## config.mk

```make
export PLATFORM = sky130hd
export DESIGN_NAME = lfu_ram
export DESIGN_NICKNAME = d
export VERILOG_FILES = /design/src/hw/rtl/lfu_ram.sv
export SDC_FILE = /design/constraint.sdc
export NUM_CORES = 1
export LEC_CHECK = 0
export BUFFER_PORTS_ARGS = -buffer_cell sky130_fd_sc_hd__clkbuf_2
export CORE_ASPECT_RATIO = 0.75
export CORE_MARGIN = 2
export CORE_UTILIZATION = 30
export CTS_CLUSTER_DIAMETER = 100
export DETAILED_ROUTE_END_ITERATION = 12
export PLACE_DENSITY_LB_ADDON = 0.12
export SYNTH_ARGS = -nofsm -noshare
export SYNTH_HDL_FRONTEND = slang
export SYNTH_SLANG_ARGS = --single-unit
```

## constraint.sdc

```tcl
create_clock -name i_clk -period 2.5 [get_ports i_clk]
set_clock_uncertainty 0.05 [all_clocks]
set_input_delay 0.375 -clock i_clk [delete_from_list [all_inputs] [get_ports i_clk]]
set_output_delay 0.375 -clock i_clk [all_outputs]
set_load 0.01 [all_outputs]
```

## src/hw/rtl/lfu_ram.sv

```systemverilog
`timescale 1ns / 1ps
// ----------------------------------------------------------------------------
// lfu_ram
// Generic simple dual-port RAM: one write port, one read port, registered read.
// ----------------------------------------------------------------------------
module lfu_ram #(
    parameter int WIDTH = 8,
    parameter int DEPTH = 16
) (
    input  logic                                 i_clk,
    input  logic                                 i_we,
    input  logic [((DEPTH > 1) ? $clog2(DEPTH) : 1)-1:0] i_waddr,
    input  logic [WIDTH-1:0]                     i_wdata,
    input  logic                                 i_re,
    input  logic [((DEPTH > 1) ? $clog2(DEPTH) : 1)-1:0] i_raddr,
    output logic [WIDTH-1:0]                     o_rdata
);

    logic [WIDTH-1:0] r_mem [DEPTH];
    logic [WIDTH-1:0] r_rdata;

    // Write port and registered read port
    always_ff @(posedge i_clk) begin
        if (i_we) begin
            r_mem[i_waddr] <= i_wdata;
        end
        if (i_re) begin
            r_rdata <= r_mem[i_raddr];
        end
    end

    assign o_rdata = r_rdata;

endmodule

```

== Yosys cells after proc, flatten, opt, wreduce, memory -nomap -nowiden ==
Memory sizes are Yosys's and may differ from the RTL's. A register that Yosys moved wholly into a read port is not among the register bits.
Cells that the tools add are included.
W data, S select, Z words.
Word-level totals
  register bits: 0
  RAM bits: 128
  output and inout bits: 8
  word-level logic and storage cells: 3
  memories kept: 1
Cells by class
  multiplexer cells: 2
Memory list
  r_mem: words 16, width 8, read ports 1, clocked after Yosys merged registers in 1, write ports 1, RTL line 19  | logic [WIDTH-1:0] r_mem [DEPTH];
Operators with widths (number)
  $mux W1: 2

== Longest topological paths before layout ==
  depth in word-level cells: 2
  mapped depth: 5

== Worst setup path before layout ==
Ideal clock, no wire load.
  path kind: in2reg
  start: input port i_waddr[2] in the netlist's numbering
  end: memory r_mem[0][0], enable pin
  library setup time: 0.383 ns
  data arrival time: 1.485 ns
  path slack: 0.582 ns
  stages on the path: 2
  cells stage by stage: or3b_2 > nor3_1
RTL lines
  start: declaration: RTL line 12  | input logic [((DEPTH > 1) ? $clog2(DEPTH) : 1)-1:0] i_waddr,
  end: declaration: RTL line 19
Straight into the memory's write port.

==> results by group <==
Outcome
  – Status: finished, final reports clean

Placement
  – Placed cell count: 480
  – Pre-CTS setup slack: 0.461 ns
  – Post-DP HPWL: 7300 µm
  – Port bufs: 26
  – Routability cong.: 0.701

Clock network
  – CTS tree: built
  – Clk slew on worst S/H paths: 0.06 ns
  – Skew-Pair Late Insertion Delay: 0.41 ns
  – Postcts setup bufs: 0
  – H-tree levels: 4
  – CTS Buf Count: 17
  – Resize count post-CTS: 0
  – CTS Root Cell: clkbuf_16
  – CTS sink count: 136
  – Cts hold-fix bufs: 0
  – Clk buf depth: 2

Critical path
  – Critical Path Sink Type: register
  – CP Cell Sequence: clkbuf_2 > buf_12 > mux4_1 > a22oi_1 > nand2_1
  – Arrival time at the worst endpoint: 1.69 ns
  – CP Max Fanout: 32
  – Family with the most delay on the worst path: multiplexers
  – Worst setup SP type: input pin
  – Crit path kind: input pin to register
  – CP bufs+invs: 2
  – Required @ worst endpoint: 2.60 ns
  – Crit-path slowest cell: mux4_1
  – Worst path max stage delay: 0.63 ns

Synthesis
  – Post-synth top cells: 136 x edfxtp_1, 18 x mux4_2, 16 x a22oi_1
  – Top FF cell, synth: edfxtp_1
  – Yosys reg bits: 136
  – Synth warn: 0
  – Synthesized Nets: 248
  – Synth Area per Inst: 22.8 µm²
  – Post-synth EDFFs: 136
  – Most numerous cell in the Yosys netlist: edfxtp_1
  – Synthesized netlist cell count: 229
  – Post-synth top area cell: edfxtp_1
  – Unique masters post-synth: 18
  – Sequential fraction of the synthesis area: 0.781
  – Post-synth ARST share: 0
  – Synth top area share: 0.781
  – Mapped Area: 5230 µm²
  – Ranking of synthesized cells by area: edfxtp_1 78%, mux4_2 7.8%, mux4_1 7.0%

Timing
  – Least-Margin Pin Slew: 0.467 ns
  – Final Hold Fails: 0
  – TNS Setup: 0 ns
  – Fin crit share: 0.636
  – Crit path time final: 1.59 ns
  – Slew headroom: 0.689
  – Setup-failing EPs final: 0
  – Final WS setup: 0.911 ns
  – Maximum achievable frequency: 629 MHz
  – Max-slew violations: 0
  – RSZ-0062 raised after global routing: no

Final layout
  – Fill count: 1561
  – Multi-input gate area: 1060 µm²
  – Area growth, synth to finish: 22.8%
  – Storage cell area: 4080 µm²
  – Ant diodes: 0
  – Post-Layout Cell Count: 511
  – Final layout net count: 303
  – Layout cell share with drive strength beyond 1: 0.318

Floorplanning
  – Core Region: 16900 µm²
  – Row count: 41
  – Die span in x: 156 µm
  – Die height: 118 µm
  – Initial Util: 0.309
  – Die area: 18500 µm²
  – Num ports: 27

Route
  – Routed wire length: 11200 µm
  – DRC Markers: 0
  – WL/cell: 21.9 µm
  – DR vias: 2462
  – Antenna viol nets, final: 0
  – DRT Pass-1 Iters: 4
  – DRT iter0 DRCs: 184
  – DR vias/cell: 4.82

Global route
  – First-pass GRT wire length: 16700 µm
  – Overall Global Routing Usage: 0.129
  – Initial antenna violation count: 0
  – Largest net degree at the start of global routing: 33
  – GRT Residual Overflow: 0
  – Vias in the first global route: 2531

Pwr
  – Peak VDD IR: 0.417 mV
  – Lkg Pwr: 0.00217 µW
  – Pwr Total: 5810 µW
  – Power Density: 905 nW/µm²

Run
  – MaxCap Viol Count: 0

Worst hold path
  – Hold Path Class: input pin to register
[path summary, 6_finish.rpt]
kind,slack [ns],start,end,cells after the start
min reg2reg,0.70,r_mem[8][1]$_DFFE_PP_,o_rdata[1]$_DFFE_PP_,3
max reg2reg,0.98,r_mem[1][2]$_DFFE_PP_,o_rdata[2]$_DFFE_PP_,3
max,0.91,i_raddr[0],o_rdata[2]$_DFFE_PP_,5
min,0.35,i_re,o_rdata[6]$_DFFE_PP_,1
[sequential cells by signal (all words and copies together), names as in the netlist]
signal / cells
o_rdata: 8
r_mem: 128
[layout by cell type, fill, tap and decap left out, drive strengths merged]
| cell type | Yosys | routed |
|---|---|---|
| clkinvlp | 0 | 1 |
| a22oi | 16 | 16 |
| buf | 7 | 20 |
| nand3b | 2 | 2 |
| nand2 | 9 | 9 |
| nor3 | 4 | 4 |
| inv | 0 | 1 |
| nor2 | 13 | 13 |
| clkinv | 0 | 3 |
| clkbuf | 0 | 44 |
| nand2b | 2 | 2 |
| and2b | 1 | 1 |
| bufinv | 0 | 8 |
| nand3 | 1 | 1 |
| or3b | 1 | 1 |
| mux4 | 32 | 32 |
| edfxtp | 136 | 136 |
| and2 | 1 | 1 |
| nor2b | 1 | 1 |
[kinds of logic after synthesis]
logic type,synth area share
compound gates,0.0230
buf+inv,0.0165
flops,0.781
mux,0.148
simple gates,0.0314
[stage by stage]
step / util / cell area, µm² / hold slack (ns)
2_1_floorplan: - / 5230 / 0.424
3_3_place_gp: 0.338 / 5720 / 0.693
3_5_place_dp: 0.338 / 5720 / 0.695
4_1_cts: 0.379 / 6420 / 0.344
5_1_grt: 0.379 / 6420 / 0.351
6_report: 0.379 / 6420 / 0.352
[layer usage]
metal,track usage,vias up,share of wire
li1,-,1090,-
met1,0.202,1282,0.51
met2,0.172,82,0.42
met3,0.0367,8,0.066
met4,0.0396,0,0.0077
met5,0,-,0
[cell type report]
class | instances | share of cell area
sequential | 136 | 0.636
timing repair buffer | 46 | 0.0476
clock inverter | 13 | 0.0427
multi-input combinational | 83 | 0.165
clock buffer | 18 | 0.0669
tap | 215 | 0.0419
[power by group]
| part | switching, µW | leakage [µW] | internal, µW | total (µW) |
|---|---|---|---|---|
| logic | 140 | 0.000593 | 101 | 241 |
| registers | 17.0 | 0.00124 | 2570 | 2590 |
| clock network | 914 | 0.000338 | 2070 | 2980 |
Power figures use the tool's default switching activity.
